## src/rtl/cht_pkg.sv

```systemverilog
// Shared types and constants for the cookie header tokenizer.
// No dependencies; used by the controller, datapath and top level.
package cht_pkg;

   localparam int NAME_MAX_DEF = 32;
   localparam int WS_MAX_DEF   = 16;

   // Character codes
   localparam logic [7:0] CH_EQ    = 8'h3D;
   localparam logic [7:0] CH_SEMI  = 8'h3B;
   localparam logic [7:0] CH_QUOTE = 8'h22;
   localparam logic [7:0] CH_SPACE = 8'h20;
   localparam logic [7:0] CH_TAB   = 8'h09;

   // Token kinds on the result stream
   typedef enum logic [1:0] {
      KIND_NAME  = 2'd0,
      KIND_VALUE = 2'd1,
      KIND_END   = 2'd2
   } kind_type;

   // Parse mode across header bytes
   typedef enum logic [2:0] {
      MODE_SKIP     = 3'd0,
      MODE_NAME     = 3'd1,
      MODE_LEAD     = 3'd2,
      MODE_QUOTED   = 3'd3,
      MODE_UNQUOTED = 3'd4
   } mode_type;

   // Sequencer states within one item
   typedef enum logic [2:0] {
      SEQ_IDLE,
      SEQ_DECODE,
      SEQ_NAME_RD,
      SEQ_NAME_OUT,
      SEQ_SPACE,
      SEQ_VALUE,
      SEQ_END
   } seq_type;

   // Source of the next result item
   typedef enum logic [1:0] {
      SRC_NAME,
      SRC_SPACE,
      SRC_VALUE,
      SRC_END
   } src_type;

   typedef struct packed {
      logic    latch;
      logic    pair_start;
      logic    supp_set;
      logic    name_put;
      logic    space_push;
      logic    space_pop;
      logic    space_clear;
      logic    replay_clear;
      logic    replay_next;
      logic    out_load;
      src_type out_src;
      logic    out_last;
   } cmd_type;

   typedef struct packed {
      logic is_eq;
      logic is_semi;
      logic is_quote;
      logic is_ws;
      logic fin;
      logic trim_zero;
      logic replay_last;
      logic space_zero;
      logic space_one;
      logic supp;
   } status_type;

endpackage

```

## src/rtl/cookie_header_tokenizer.sv

```systemverilog
// Cookie header tokenizer: takes one header byte per item on req_ and
// returns name/value bytes and end-of-pair marks as items on rsp_. An item
// is latched in the idle state and decoded in the decode state. Each name
// byte replayed on '=' then passes a read of the name memory, then the
// result register; each held space, value byte or end mark is loaded into
// the result register directly. The result register sets the pace when
// rsp_tready is low. The next item is accepted as soon as the last result
// of the previous one sits in the result register. No clearing pass after reset.
module cookie_header_tokenizer #(
   parameter int NAME_MAX = cht_pkg::NAME_MAX_DEF,
   parameter int WS_MAX   = cht_pkg::WS_MAX_DEF
) (
   input  logic        clock,
   input  logic        reset,
   input  logic        req_tvalid,
   output logic        req_tready,
   input  logic [7:0]  req_tdata,   // [7:0] header_byte
   input  logic        req_tlast,   // final_byte
   output logic        rsp_tvalid,
   input  logic        rsp_tready,
   output logic [15:0] rsp_tdata,   // [7:0] token_byte, [8] was_truncated, rest zero
   output logic [1:0]  rsp_tuser,   // [1:0] token_kind
   output logic        rsp_tlast    // run_last
);

   cht_pkg::cmd_type    cmd;
   cht_pkg::status_type status;
   cht_pkg::kind_type   out_kind;
   logic [7:0]          out_byte;
   logic                out_trunc;
   logic                out_last;

   cht_ctrl u_ctrl (
      .clock     (clock),
      .reset     (reset),
      .req_valid (req_tvalid),
      .req_ready (req_tready),
      .rsp_valid (rsp_tvalid),
      .rsp_ready (rsp_tready),
      .status    (status),
      .cmd       (cmd)
   );

   cht_datapath #(
      .NAME_MAX (NAME_MAX),
      .WS_MAX   (WS_MAX)
   ) u_datapath (
      .clock     (clock),
      .reset     (reset),
      .in_byte   (req_tdata),
      .in_fin    (req_tlast),
      .cmd       (cmd),
      .status    (status),
      .out_kind  (out_kind),
      .out_byte  (out_byte),
      .out_trunc (out_trunc),
      .out_last  (out_last)
   );

   // Pack the result item
   assign rsp_tdata = {7'b0, out_trunc, out_byte};
   assign rsp_tuser = out_kind;
   assign rsp_tlast = out_last;

endmodule

```

## src/rtl/cht_datapath.sv

```systemverilog
// Datapath of the cookie header tokenizer: input latch, name memory,
// pair counters, held whitespace and the result register. Uses cht_pkg.
module cht_datapath #(
   parameter int NAME_MAX = cht_pkg::NAME_MAX_DEF,
   parameter int WS_MAX   = cht_pkg::WS_MAX_DEF
) (
   input  logic               clock,
   input  logic               reset,
   input  logic [7:0]         in_byte,
   input  logic               in_fin,
   input  cht_pkg::cmd_type   cmd,
   output cht_pkg::status_type status,
   output cht_pkg::kind_type  out_kind,
   output logic [7:0]         out_byte,
   output logic               out_trunc,
   output logic               out_last
);

   localparam int LEN_W = $clog2(NAME_MAX + 1);
   localparam int IDX_W = (NAME_MAX > 1) ? $clog2(NAME_MAX) : 1;
   localparam int CNT_W = $clog2(WS_MAX + 1);

   logic [7:0]        byte_ff;
   logic              fin_ff;
   logic [7:0]        name_mem [NAME_MAX];
   logic [7:0]        rd_ff;
   logic [LEN_W-1:0]  name_len_ff, name_len_in;
   logic [LEN_W-1:0]  trim_len_ff, trim_len_in;
   logic [LEN_W-1:0]  idx_ff, idx_in;
   logic [CNT_W-1:0]  space_cnt_ff, space_cnt_in;
   logic [WS_MAX-1:0] space_kinds_ff, space_kinds_in;
   logic              supp_ff, supp_in;
   logic              ovf_ff, ovf_in;
   cht_pkg::kind_type out_kind_ff;
   logic [7:0]        out_byte_ff;
   logic              out_trunc_ff;
   logic              out_last_ff;

   logic              is_ws;
   logic              is_tab;
   logic [LEN_W-1:0]  len_eff;
   logic [LEN_W-1:0]  trim_eff;
   logic              name_full;
   logic              space_full;
   logic              name_write;

   // Classify the latched byte
   assign is_tab = (byte_ff == cht_pkg::CH_TAB);
   assign is_ws  = is_tab || (byte_ff == cht_pkg::CH_SPACE);

   // A new pair starts from empty counters in the same cycle as its first byte
   assign len_eff    = cmd.pair_start ? '0 : name_len_ff;
   assign trim_eff   = cmd.pair_start ? '0 : trim_len_ff;
   assign name_full  = (len_eff == LEN_W'(NAME_MAX));
   assign space_full = (space_cnt_ff == CNT_W'(WS_MAX));
   assign name_write = cmd.name_put && !name_full;

   // Name and trimmed length
   always_comb begin
      name_len_in = len_eff;
      trim_len_in = trim_eff;
      if (name_write) begin
         name_len_in = len_eff + LEN_W'(1);
         if (!is_ws) begin
            trim_len_in = len_eff + LEN_W'(1);
         end
      end
   end

   // Pair flags
   always_comb begin
      ovf_in  = cmd.pair_start ? 1'b0 : ovf_ff;
      supp_in = cmd.pair_start ? cmd.supp_set : supp_ff;
      if (cmd.name_put && name_full && !is_ws) begin
         ovf_in = 1'b1;
      end
      if (cmd.space_push && space_full) begin
         ovf_in = 1'b1;
      end
   end

   // Held whitespace: push at the top, drain from bit zero
   always_comb begin
      space_cnt_in   = space_cnt_ff;
      space_kinds_in = space_kinds_ff;
      if (cmd.pair_start || cmd.space_clear) begin
         space_cnt_in   = '0;
         space_kinds_in = '0;
      end else if (cmd.space_push && !space_full) begin
         space_cnt_in   = space_cnt_ff + CNT_W'(1);
         space_kinds_in = space_kinds_ff | (WS_MAX'(is_tab) << space_cnt_ff);
      end else if (cmd.space_pop) begin
         space_cnt_in   = space_cnt_ff - CNT_W'(1);
         space_kinds_in = space_kinds_ff >> 1;
      end
   end

   // Replay index
   always_comb begin
      idx_in = idx_ff;
      if (cmd.replay_clear) begin
         idx_in = '0;
      end else if (cmd.replay_next) begin
         idx_in = idx_ff + LEN_W'(1);
      end
   end

   always_ff @(posedge clock) begin
      if (reset) begin
         name_len_ff    <= '0;
         trim_len_ff    <= '0;
         idx_ff         <= '0;
         space_cnt_ff   <= '0;
         space_kinds_ff <= '0;
         supp_ff        <= 1'b0;
         ovf_ff         <= 1'b0;
      end else begin
         name_len_ff    <= name_len_in;
         trim_len_ff    <= trim_len_in;
         idx_ff         <= idx_in;
         space_cnt_ff   <= space_cnt_in;
         space_kinds_ff <= space_kinds_in;
         supp_ff        <= supp_in;
         ovf_ff         <= ovf_in;
      end
   end

   // Input latch
   always_ff @(posedge clock) begin
      if (cmd.latch) begin
         byte_ff <= in_byte;
         fin_ff  <= in_fin;
      end
   end

   // Name memory: one write port, one registered read port
   always_ff @(posedge clock) begin
      if (name_write) begin
         name_mem[len_eff[IDX_W-1:0]] <= byte_ff;
      end
      rd_ff <= name_mem[idx_ff[IDX_W-1:0]];
   end

   // Result register
   always_ff @(posedge clock) begin
      if (cmd.out_load) begin
         out_last_ff <= cmd.out_last;
         case (cmd.out_src)
            cht_pkg::SRC_NAME: begin
               out_kind_ff  <= cht_pkg::KIND_NAME;
               out_byte_ff  <= rd_ff;
               out_trunc_ff <= 1'b0;
            end
            cht_pkg::SRC_SPACE: begin
               out_kind_ff  <= cht_pkg::KIND_VALUE;
               out_byte_ff  <= space_kinds_ff[0] ? cht_pkg::CH_TAB : cht_pkg::CH_SPACE;
               out_trunc_ff <= 1'b0;
            end
            cht_pkg::SRC_VALUE: begin
               out_kind_ff  <= cht_pkg::KIND_VALUE;
               out_byte_ff  <= byte_ff;
               out_trunc_ff <= 1'b0;
            end
            default: begin
               out_kind_ff  <= cht_pkg::KIND_END;
               out_byte_ff  <= 8'h00;
               out_trunc_ff <= ovf_ff;
            end
         endcase
      end
   end

   assign out_kind  = out_kind_ff;
   assign out_byte  = out_byte_ff;
   assign out_trunc = out_trunc_ff;
   assign out_last  = out_last_ff;

   // Status towards the controller
   assign status.is_eq       = (byte_ff == cht_pkg::CH_EQ);
   assign status.is_semi     = (byte_ff == cht_pkg::CH_SEMI);
   assign status.is_quote    = (byte_ff == cht_pkg::CH_QUOTE);
   assign status.is_ws       = is_ws;
   assign status.fin         = fin_ff;
   assign status.trim_zero   = (trim_len_ff == '0);
   assign status.replay_last = ((idx_ff + LEN_W'(1)) == trim_len_ff);
   assign status.space_zero  = (space_cnt_ff == '0);
   assign status.space_one   = (space_cnt_ff == CNT_W'(1));
   assign status.supp        = supp_ff;

endmodule

```

## src/rtl/cht_ctrl.sv

```systemverilog
// Controller of the cookie header tokenizer: parse mode, per-item plan
// and result sequencing. Uses cht_pkg; drives cht_datapath by commands.
module cht_ctrl (
   input  logic                clock,
   input  logic                reset,
   input  logic                req_valid,
   output logic                req_ready,
   output logic                rsp_valid,
   input  logic                rsp_ready,
   input  cht_pkg::status_type status,
   output cht_pkg::cmd_type    cmd
);

   cht_pkg::seq_type  seq_ff, seq_in;
   cht_pkg::mode_type mode_ff, mode_in;
   logic plan_space_ff, plan_value_ff, plan_end_ff;
   logic plan_space_in, plan_value_in, plan_end_in;
   logic rsp_valid_ff, rsp_valid_in;
   logic out_free;

   // Decode results for the latched byte
   cht_pkg::mode_type dec_mid;
   cht_pkg::mode_type dec_mode;
   logic dec_put, dec_start, dec_sset, dec_push, dec_flush, dec_val;
   logic dec_finish, dec_rep, dec_supp, dec_fin_any, dec_clear;
   logic dec_name, dec_space, dec_value, dec_end;
   cht_pkg::seq_type after_name;
   cht_pkg::seq_type after_space;

   assign out_free  = !rsp_valid_ff || rsp_ready;
   assign req_ready = (seq_ff == cht_pkg::SEQ_IDLE);
   assign rsp_valid = rsp_valid_ff;

   // Work out what the latched byte does to the parse mode and pair state
   always_comb begin
      dec_mid    = mode_ff;
      dec_put    = 1'b0;
      dec_start  = 1'b0;
      dec_sset   = 1'b0;
      dec_push   = 1'b0;
      dec_flush  = 1'b0;
      dec_val    = 1'b0;
      dec_finish = 1'b0;
      dec_rep    = 1'b0;
      dec_supp   = status.supp;
      unique case (mode_ff)
         cht_pkg::MODE_NAME: begin
            if (status.is_eq) begin
               dec_rep = !status.trim_zero;
               dec_mid = cht_pkg::MODE_LEAD;
            end else if (status.is_semi) begin
               dec_mid = cht_pkg::MODE_SKIP;
            end else begin
               dec_put = 1'b1;
            end
         end
         cht_pkg::MODE_LEAD: begin
            if (status.is_ws) begin
               dec_mid = cht_pkg::MODE_LEAD;
            end else if (status.is_quote) begin
               dec_mid = cht_pkg::MODE_QUOTED;
            end else if (status.is_semi) begin
               dec_finish = 1'b1;
            end else begin
               dec_mid = cht_pkg::MODE_UNQUOTED;
               dec_val = 1'b1;
            end
         end
         cht_pkg::MODE_QUOTED: begin
            if (status.is_quote) begin
               dec_finish = 1'b1;
            end else begin
               dec_val = 1'b1;
            end
         end
         cht_pkg::MODE_UNQUOTED: begin
            if (status.is_semi) begin
               dec_finish = 1'b1;
            end else if (status.is_ws) begin
               dec_push = 1'b1;
            end else begin
               dec_flush = 1'b1;
               dec_val   = 1'b1;
            end
         end
         default: begin
            // separator skipping, and any unused code
            dec_mid = cht_pkg::MODE_SKIP;
            if (!(status.is_ws || status.is_semi)) begin
               dec_start = 1'b1;
               if (status.is_eq) begin
                  dec_sset = 1'b1;
                  dec_supp = 1'b1;
                  dec_mid  = cht_pkg::MODE_LEAD;
               end else begin
                  dec_supp = 1'b0;
                  dec_mid  = cht_pkg::MODE_NAME;
                  dec_put  = 1'b1;
               end
            end
         end
      endcase

      // End of header closes an open value and drops an unfinished name
      dec_fin_any = dec_finish || (status.fin && (dec_mid != cht_pkg::MODE_SKIP) &&
                                   (dec_mid != cht_pkg::MODE_NAME));
      if (dec_fin_any || (status.fin && dec_mid == cht_pkg::MODE_NAME)) begin
         dec_mode = cht_pkg::MODE_SKIP;
      end else begin
         dec_mode = dec_mid;
      end

      dec_name  = dec_rep;
      dec_space = dec_flush && !dec_supp && !status.space_zero;
      dec_value = dec_val && !dec_supp;
      dec_end   = dec_fin_any && !dec_supp;
      dec_clear = (dec_fin_any || dec_flush) && !dec_space;
   end

   // Order of result groups: name, held spaces, value byte, end mark
   always_comb begin
      if (plan_space_ff) begin
         after_name = cht_pkg::SEQ_SPACE;
      end else if (plan_value_ff) begin
         after_name = cht_pkg::SEQ_VALUE;
      end else if (plan_end_ff) begin
         after_name = cht_pkg::SEQ_END;
      end else begin
         after_name = cht_pkg::SEQ_IDLE;
      end
      if (plan_value_ff) begin
         after_space = cht_pkg::SEQ_VALUE;
      end else if (plan_end_ff) begin
         after_space = cht_pkg::SEQ_END;
      end else begin
         after_space = cht_pkg::SEQ_IDLE;
      end
   end

   // Next state
   always_comb begin
      seq_in        = seq_ff;
      mode_in       = mode_ff;
      plan_space_in = plan_space_ff;
      plan_value_in = plan_value_ff;
      plan_end_in   = plan_end_ff;
      unique case (seq_ff)
         cht_pkg::SEQ_IDLE: begin
            if (req_valid) begin
               seq_in = cht_pkg::SEQ_DECODE;
            end
         end
         cht_pkg::SEQ_DECODE: begin
            mode_in       = dec_mode;
            plan_space_in = dec_space;
            plan_value_in = dec_value;
            plan_end_in   = dec_end;
            if (dec_name) begin
               seq_in = cht_pkg::SEQ_NAME_RD;
            end else if (dec_space) begin
               seq_in = cht_pkg::SEQ_SPACE;
            end else if (dec_value) begin
               seq_in = cht_pkg::SEQ_VALUE;
            end else if (dec_end) begin
               seq_in = cht_pkg::SEQ_END;
            end else begin
               seq_in = cht_pkg::SEQ_IDLE;
            end
         end
         cht_pkg::SEQ_NAME_RD: begin
            seq_in = cht_pkg::SEQ_NAME_OUT;
         end
         cht_pkg::SEQ_NAME_OUT: begin
            if (out_free) begin
               seq_in = status.replay_last ? after_name : cht_pkg::SEQ_NAME_RD;
            end
         end
         cht_pkg::SEQ_SPACE: begin
            if (out_free && status.space_one) begin
               seq_in = after_space;
            end
         end
         cht_pkg::SEQ_VALUE: begin
            if (out_free) begin
               seq_in = plan_end_ff ? cht_pkg::SEQ_END : cht_pkg::SEQ_IDLE;
            end
         end
         cht_pkg::SEQ_END: begin
            if (out_free) begin
               seq_in = cht_pkg::SEQ_IDLE;
            end
         end
         default: begin
            seq_in = cht_pkg::SEQ_IDLE;
         end
      endcase
   end

   // Commands to the datapath
   always_comb begin
      cmd         = '0;
      cmd.out_src = cht_pkg::SRC_END;
      unique case (seq_ff)
         cht_pkg::SEQ_IDLE: begin
            cmd.latch = req_valid;
         end
         cht_pkg::SEQ_DECODE: begin
            cmd.pair_start   = dec_start;
            cmd.supp_set     = dec_sset;
            cmd.name_put     = dec_put;
            cmd.space_push   = dec_push;
            cmd.space_clear  = dec_clear;
            cmd.replay_clear = 1'b1;
         end
         cht_pkg::SEQ_NAME_OUT: begin
            cmd.out_load    = out_free;
            cmd.replay_next = out_free;
            cmd.out_src     = cht_pkg::SRC_NAME;
            cmd.out_last    = status.replay_last && !plan_space_ff && !plan_value_ff &&
                              !plan_end_ff;
         end
         cht_pkg::SEQ_SPACE: begin
            cmd.out_load  = out_free;
            cmd.space_pop = out_free;
            cmd.out_src   = cht_pkg::SRC_SPACE;
            cmd.out_last  = status.space_one && !plan_value_ff && !plan_end_ff;
         end
         cht_pkg::SEQ_VALUE: begin
            cmd.out_load = out_free;
            cmd.out_src  = cht_pkg::SRC_VALUE;
            cmd.out_last = !plan_end_ff;
         end
         cht_pkg::SEQ_END: begin
            cmd.out_load = out_free;
            cmd.out_src  = cht_pkg::SRC_END;
            cmd.out_last = 1'b1;
         end
         default: begin
            cmd.latch = 1'b0;
         end
      endcase
   end

   // Hold a result until taken
   assign rsp_valid_in = cmd.out_load || (rsp_valid_ff && !rsp_ready);

   always_ff @(posedge clock) begin
      if (reset) begin
         seq_ff        <= cht_pkg::SEQ_IDLE;
         mode_ff       <= cht_pkg::MODE_SKIP;
         plan_space_ff <= 1'b0;
         plan_value_ff <= 1'b0;
         plan_end_ff   <= 1'b0;
         rsp_valid_ff  <= 1'b0;
      end else begin
         seq_ff        <= seq_in;
         mode_ff       <= mode_in;
         plan_space_ff <= plan_space_in;
         plan_value_ff <= plan_value_in;
         plan_end_ff   <= plan_end_in;
         rsp_valid_ff  <= rsp_valid_in;
      end
   end

endmodule

```

## config.mk

```make
export PLATFORM = sky130hd
export DESIGN_NAME = cookie_header_tokenizer
export DESIGN_NICKNAME = d
export VERILOG_FILES = /design/src/rtl/cht_pkg.sv /design/src/rtl/cookie_header_tokenizer.sv /design/src/rtl/cht_datapath.sv /design/src/rtl/cht_ctrl.sv
export SDC_FILE = /design/constraint.sdc
export NUM_CORES = 1
export LEC_CHECK = 0
export ABC_AREA = 1
export BUFFER_PORTS_ARGS = -buffer_cell sky130_fd_sc_hd__buf_4
export CAP_MARGIN = 25
export CORE_UTILIZATION = 45
export CTS_CLUSTER_SIZE = 30
export DETAILED_ROUTE_END_ITERATION = 10
export GPL_TIMING_DRIVEN = 0
export PLACE_DENSITY_LB_ADDON = 0.15
export SETUP_SLACK_MARGIN = 0.3
export SYNTH_ARGS = -nofsm -noshare
export SYNTH_HDL_FRONTEND = slang
export SYNTH_SLANG_ARGS = --single-unit
```

## constraint.sdc

```tcl
create_clock -name clock -period 4.25 [get_ports clock]
set_clock_uncertainty 0.2 [all_clocks]
set_input_delay 0.85 -clock clock [delete_from_list [all_inputs] [get_ports clock]]
set_output_delay 0.85 -clock clock [all_outputs]
set_load 0.05 [all_outputs]
```

==> summary.txt, run 1 <==
Finish
  • N_diodes: 0
  • Commonest non-fill, non-tap cell in the layout: edfxtp_1
  • Final nets: 1397
  • Fillers: 2673
  • Share of layout cells above drive strength 1: about an eighth
  • Area delta synth->final: 17.1%
  • Most frequent cells in the layout: edfxtp_1 (277), nand2_1 (176), nor2_1 (155)

STA
  • Final period util: 88.6%
  • Final setup viols: 0
  • Fin crit period: 3760 ps
  • Slew @ Worst Pin: 924 ps
  • FMAX: about 270 MHz
  • Rel. slew slack: 38.2%
  • Final-report hold violation count: 0
  • Hold slack: 253 ps
  • Number of max-slew violations in the final report: 0
  • Unrepaired setup endpoints after global routing: true
  • Setup slack after layout: 485 ps

Floorplanning
  • Core Box Area: ~31000 um^2
  • Die height: 180 um
  • Row count: 64
  • Die width: between 150 and 200 um
  • Initial core utilization: 46.0%
  • I/O pin count: 34
  • Die area: 32200 um^2

Routing
  • DRT iter0 DRCs: 1127
  • TritonRoute pass-1 iters: 10
  • Wire length per cell: about 22 um
  • Via density: 5.66
  • Vias: roughly 10000
  • Post-route ant nets: 0
  • Routed wire length: 38.8 mm
  • DRC Markers: 2

Synth
  • Syn avg cell area: roughly 11 um^2
  • Async SR Flop Fraction: 0%
  • Syn. warnings: 0
  • EDFF count, synth: 277
  • Register area share after synthesis: between 60% and 70%
  • Gate Count Post-Synth: approximately 1300
  • Library cells used by synthesis: 44
  • Mapped cell area: 14200 um^2
  • Main synth FF type: edfxtp_1
  • Seq cells post-synth: ~340

Outcome
  • Status: finished with violations
  • Failing checks: design-rule violations

Power
  • Pwr per Cell Area: 415 nW/um^2
  • VDD IR-drop max: approximately 0.00028 V
  • Static Leakage: 6.01 nW
  • Power Total: 0.00690 W

CTS
  • Clock Tree Buf Depth: 3
  • CTS tree: yes
  • Clock net sink count: about 340
  • Clock transition at path regs: roughly 60 ps
  • H-tree levels: 2
  • CTS Buf Count: 36
  • Clock root buffer: clkbuf_16
  • Clock Latency Late Sink: ~520 ps

Worst setup path
  • Worst R2R Start: u_datapath.byte_ff[5]
  • Slowest CP cell: nor2_2
  • FF-to-FF setup slack: roughly 490 ps
  • Worst r2r path cells: 18
  • CP cell instances: buf_16 -> inv_1 -> nand2_1 -> nor2_1 -> nand2_4 -> nand2_4 -> inv_4 -> nand2_4 -> nor2_4 -> nand2_4 -> clkbuf_2 -> nand2_1 -> ha_1 -> nand3_4 -> nand2_4 -> nor2_1 -> inv_1 -> nor2_2
  • Setup crit end kind: flop
  • Setup CP Type: flop to flop
  • WP data required: 4200 ps
  • CP peak stage delay: 500 ps
  • CP most frequent cell: nand2_4
  • Worst path bufs/invs: 5
  • CP max FO: 20
  • Capturing point of the worst reg2reg path: u_datapath.name_mem[9][0]
  • CP Data Arrival Time: roughly 3700 ps
  • CP top delay family: simple AND/OR/NAND/NOR gates
  • Startpoint types: flop

Global route
  • Initial antenna violation count: 0
  • Vias in the first global route: 9758
  • Tot GR Track Use: about a quarter
  • Global-route wire length before repair: 58.7 mm
  • Overflow after GRT: 0
  • Pin count of the biggest net entering global routing: 26

Min path
  • Hold EP: u_datapath.supp_ff
  • Hold path cells: 2
  • Min-delay worst type: flop to flop
  • Origin of the worst min-delay path: u_datapath.supp_ff

Job
  • Maxcap violations: 0

Placed design
  • Place WS: -301 ps
  • DP Wirelength: 26.7 mm
  • Routability cong.: 0.937
  • IO Port Bufs: 26
==> where the power goes <==
group	switching [W]	internal [W]	total, W
Combinational	0.000220	0.000102	0.000322
Clock	0.00125	0.00171	0.00296
Sequential	0.0000198	0.00360	0.00362
Total	0.00149	0.00541	0.00690
==> final cells by class <==
cell class,count,area (um^2),area share (%)
multi-input combinational,780,4220,25.4
timing repair buffer,55,611,3.68
inverter,94,363,2.18
clock inverter,16,85.1,0.512
sequential,336,9500,57.2
buffer,68,302,1.82
tap,396,495,2.98
clock buffer,50,1040,6.24
==> kinds of logic (layout without fill, tap and decap cells) <==
| group | Yosys count | in the layout | synth area share, % |
|---|---|---|---|
| AND/OR/NAND/NOR | 453 | 453 | 13.5 |
| AO/OA/AOI/OAI | 290 | 290 | 12.7 |
| adder cells (fa/ha/maj) | 13 | 13 | 1.15 |
| multiplexers | 4 | 4 | 0.317 |
| buffers and inverters | 162 | 283 | 4.62 |
| XOR/XNOR | 13 | 13 | 0.803 |
| flip-flops | 336 | 336 | 67.0 |
| other | 1 | 7 | 0.0264 |
==> sequential cells by signal (all words and copies together), names as in the netlist, 2 cells and up <==
name,cells
u_datapath.space_cnt_ff,5
u_datapath.space_kinds_ff,16
u_datapath.out_byte,8
u_datapath.rd_ff,8
u_ctrl.seq_ff,3
u_datapath.out_kind,2
u_datapath.name_len_ff,6
u_datapath.trim_len_ff,6
u_datapath.byte_ff,8
u_datapath.name_mem,256
u_ctrl.mode_ff,3
u_datapath.idx_ff,6
==> synth_stat cells, drive strengths merged, types with 13 or more instances <==
library cell | count | area (um^2)
o22ai | 42 | 263
nand3 | 38 | 208
nor2 | 186 | 718
o21ai | 108 | 541
clkbuf | 54 | 203
o221ai | 44 | 385
dfxtp | 59 | 1180
inv | 94 | 355
nor3 | 30 | 150
buf | 14 | 97.6
edfxtp | 277 | 8320
a21oi | 56 | 292
nand2 | 186 | 753
ha | 13 | 163
==> worst reg2reg max path, cell delays in order, from the launching register on <==
cell and delay [ps]:
edfxtp_1 450, buf_16 200, inv_1 60, nand2_1 40, nor2_1 160, nand2_4 120, nand2_4 130, inv_4 60
nand2_4 70, nor2_4 50, nand2_4 120, clkbuf_2 250, nand2_1 150, ha_1 270, nand3_4 120, nand2_4 90
nor2_1 130, inv_1 260, nor2_2 500
==> timing repair <==
action / CTS / global route
buffers inserted: 19 / 2
endpoints found under the setup margin: 228 / 223
hold buffers: 0 / 0
pin swaps: 4 / 1
gates resized for setup: 42 / 8
==> per-stage QoR <==
stage	std cells	instance area (um^2)	utilization (%)	setup TNS, ps
after floorplan	1278	14200	-	0
after global placement	1700	14900	48.3	-179850
after detailed placement	1708	15100	49.0	-49580
after CTS	1793	16500	53.7	0
after global routing	1795	16600	53.9	0
final	1795	16600	53.9	0
==> worst max path at each step <==
stage / depth (start not counted) / end / from
finish: 18 / u_datapath.name_mem[9][0] / u_datapath.byte_ff[5]
detailed placement: 15 / u_datapath.name_mem[16][0] / u_datapath.byte_ff[5]
global placement: 16 / u_datapath.name_mem[16][3] / u_datapath.byte_ff[3]
floorplan: 16 / u_datapath.name_mem[13][0] / u_datapath.byte_ff[3]
global route: 18 / u_datapath.name_mem[21][3] / u_datapath.byte_ff[5]
CTS: 17 / u_datapath.name_mem[14][1] / u_datapath.byte_ff[7]
==> routing by layer <==
layer,share of wire [%],global-route usage [%],vias to the layer above
met2,46,38.5,380
met5,0,0,-
met4,2.9,7.62,0
met3,7.8,4.13,61
li1,-,-,4764
met1,44,34.0,4958
No activity file was read; power rests on OpenSTA's default activity.
==> run 2: changes to the inputs <==
--- a/config.mk
+++ b/config.mk
@@ -7,8 +7,8 @@
 export LEC_CHECK = 0
 export ABC_AREA = 1
 export BUFFER_PORTS_ARGS = -buffer_cell sky130_fd_sc_hd__buf_4
-export CAP_MARGIN = 25
-export CORE_UTILIZATION = 45
+export CAP_MARGIN = 5
+export CORE_UTILIZATION = 39
 export CTS_CLUSTER_SIZE = 30
 export DETAILED_ROUTE_END_ITERATION = 10
 export GPL_TIMING_DRIVEN = 0
==> run 2 against run 1 <==
Net effect:
- the run still ends with design-rule violations left
- combinational power shrank 2%
- core utilization shrank 7.5 points
- count of clock-buffer cells in the layout grew 1
- via count shrank 0.72%
- global-route usage shrank 2.0 points
- power shrank 0.69%
- design area shrank 0.37%
- clock power shrank 2%
- die area grew 15%
- critical path depth shrank 1
- hold slack lost 1.3 ps
- wire length grew 3.7%
- largest power group unchanged
==> summary.txt, run 2 (same netlist as run 1, synthesis figures left out) <==
Finish
  • Fillers: roughly 3300
  • Most frequent cells in the layout: edfxtp_1 (277), nand2_1 (176), nor2_1 (155)
  • Area of the multi-input gates: 4260 um^2
  • Final nets: 1389
  • Register area: 9500 um^2
  • Share of layout cells above drive strength 1: 12.2%
  • Area delta synth->final: 16.7%
  • N_diodes: 0
  • Commonest non-fill, non-tap cell in the layout: edfxtp_1
  • Max reg flops: 256

Worst setup path
  • Worst r2r path cells: 17
  • Worst path bufs/invs: 4
  • Slowest CP cell: edfxtp_1
  • Startpoint types: flop
  • FF-to-FF setup slack: 530 ps
  • CP max FO: 10
  • CP peak stage delay: about 500 ps
  • Setup crit end kind: flop
  • CP cell instances: inv_1 -> nand2_1 -> nor2_1 -> nand2_4 -> nand2_4 -> inv_4 -> nand2_4 -> nor2_4 -> nand2_4 -> clkbuf_2 -> nand2_1 -> ha_1 -> nand3_4 -> nand2_4 -> nor2_1 -> inv_1 -> nor2_4
  • Capturing point of the worst reg2reg path: u_datapath.name_mem[8][3]
  • Setup CP Type: flop to flop
  • Critical path launch point: u_datapath.byte_ff[4]
  • CP most frequent cell: nand2_4
  • WP data required: roughly 4200 ps
  • CP top delay family: simple AND/OR/NAND/NOR gates
  • Worst R2R Start: u_datapath.byte_ff[4]
  • Crit path depth: 17
  • CP Data Arrival Time: approximately 3700 ps

Power
  • VDD IR-drop max: around 0.00023 V
  • Power Total: 0.00685 W
  • Static Leakage: slightly below 6 nW
  • Pwr per Cell Area: approximately 410 nW/um^2

CTS
  • Clock root buffer: clkbuf_16
  • Clock Latency Late Sink: 520 ps
  • Cts hold-fix bufs: 0
  • H-tree levels: 2
  • CTS Buf Count: 38
  • CTS tree: yes
  • Clock transition at path regs: 50 ps
  • Clock net sink count: 336
  • Clock Tree Buf Depth: 3

STA
  • Unrepaired setup endpoints after global routing: false
  • Number of max-slew violations in the final report: 0
  • Final-report hold violation count: 0
  • Hold slack: approximately 250 ps
  • TNS Setup: 0 ps
  • Final setup viols: 0
  • Slew @ Worst Pin: 970 ps
  • Fin crit period: 3720 ps
  • Final period util: 87.5%
  • Rel. slew slack: 35.1%
  • Setup slack after layout: 533 ps
  • FMAX: approximately 270 MHz

Placed design
  • Place WS: -489 ps
  • Routability cong.: 0.892
  • DP Wirelength: about 27 mm
  • IO Port Bufs: 26

Global route
  • Global-route wire length before repair: between 60 and 70 mm
  • Grt met3 use: approximately 5%
  • Pin count of the biggest net entering global routing: 25
  • GRT busiest layer: met2
  • Met2 GRT Util: 34.1%
  • Vias in the first global route: 9672
  • Tot GR Track Use: 22.2%
  • Initial antenna violation count: 0
  • Routing usage on met1: 31.3%
  • Overflow after GRT: 0

Floorplanning
  • Die area: 37100 um^2
  • Die width: 193 um
  • Core Box Area: between 30000 and 40000 um^2
  • Die height: 193 um
  • I/O pin count: 34
  • Initial core utilization: 39.8%
  • Row count: 69

Outcome
  • Status: finished with violations
  • Failing checks: design-rule violations

Routing
  • TritonRoute pass-1 iters: 8
  • DRT iter0 DRCs: 825
  • Wire length per cell: 21.8 um
  • Post-route ant nets: 0
  • Vias: 10090
  • DRC Markers: 2
  • Routed wire length: 40.2 mm
  • Via density: roughly 5.5

Min path
  • Origin of the worst min-delay path: u_datapath.supp_ff
  • Hold path cells: 2
  • Hold EP: u_datapath.supp_ff
  • Min-delay worst type: flop to flop

Job
  • Maxcap violations: 0
[run 2: cell count changes in the layout (fill, tap and decap cells not counted)]
cell,before,now
clkbuf_1,61,66
buf_8,1,3
nor2_4,22,29
inv_1,86,88
clkbuf_8,4,0
buf_4,52,44
clkinv_1,8,6
buf_12,3,1
clkinv_4,1,0
clkinvlp_4,2,1
buf_16,8,6
nor2_2,9,2
[run 2: where the power goes]
group	internal (W)	total, W	switching [W]
combinational	0.0000920	0.000315	0.000223
clock	0.00165	0.00291	0.00127
sequential	0.00360	0.00362	0.0000195
[run 2: worst max path at each step]
stage                                       to
floorplan           u_datapath.name_mem[13][0]
global placement    u_datapath.name_mem[20][3]
detailed placement  u_datapath.name_mem[21][1]
CTS                  u_datapath.name_mem[5][0]
global route        u_datapath.name_mem[25][0]
finish               u_datapath.name_mem[8][3]
[run 2: layer usage]
metal / wire (um) / vias to the layer above
met2: 18000 / 337
met4: 1090 / 0
met3: 3110 / 70
met5: 0 / -
met1: 18100 / 4941
li1: - / 4742
[run 2: area by class of cell]
cell class / count / share of cell area, %
Tap cell: 461 / 3.48
Multi-Input combinational cell: 780 / 25.7
Clock buffer: 51 / 6.04
Timing Repair Buffer: 45 / 2.93
Inverter: 94 / 2.15
Buffer: 68 / 1.82
Sequential cell: 336 / 57.4
Clock inverter: 14 / 0.461
[run 2: per-stage QoR]
step	utilization, %	std cells	area (um^2)
floorplan	-	1278	14200
global placement	42.0	1765	15000
detailed placement	42.5	1771	15100
CTS	46.1	1848	16400
global route	46.4	1849	16600
finish	46.4	1849	16600
[run 2: tightest hold or removal path, delay by kind of cell, from the launching register on]
kind            cells  cell delay, ps
compound gates      1              50
buf+inv             1              60
flops               1             290
[run 2: what timing repair did]
action | 4_1_cts | 5_1_grt
gates resized for setup | 36 | 20
endpoints found under the setup margin | 256 | 224
buffers inserted | 12 | 1
pin swaps | 0 | 1
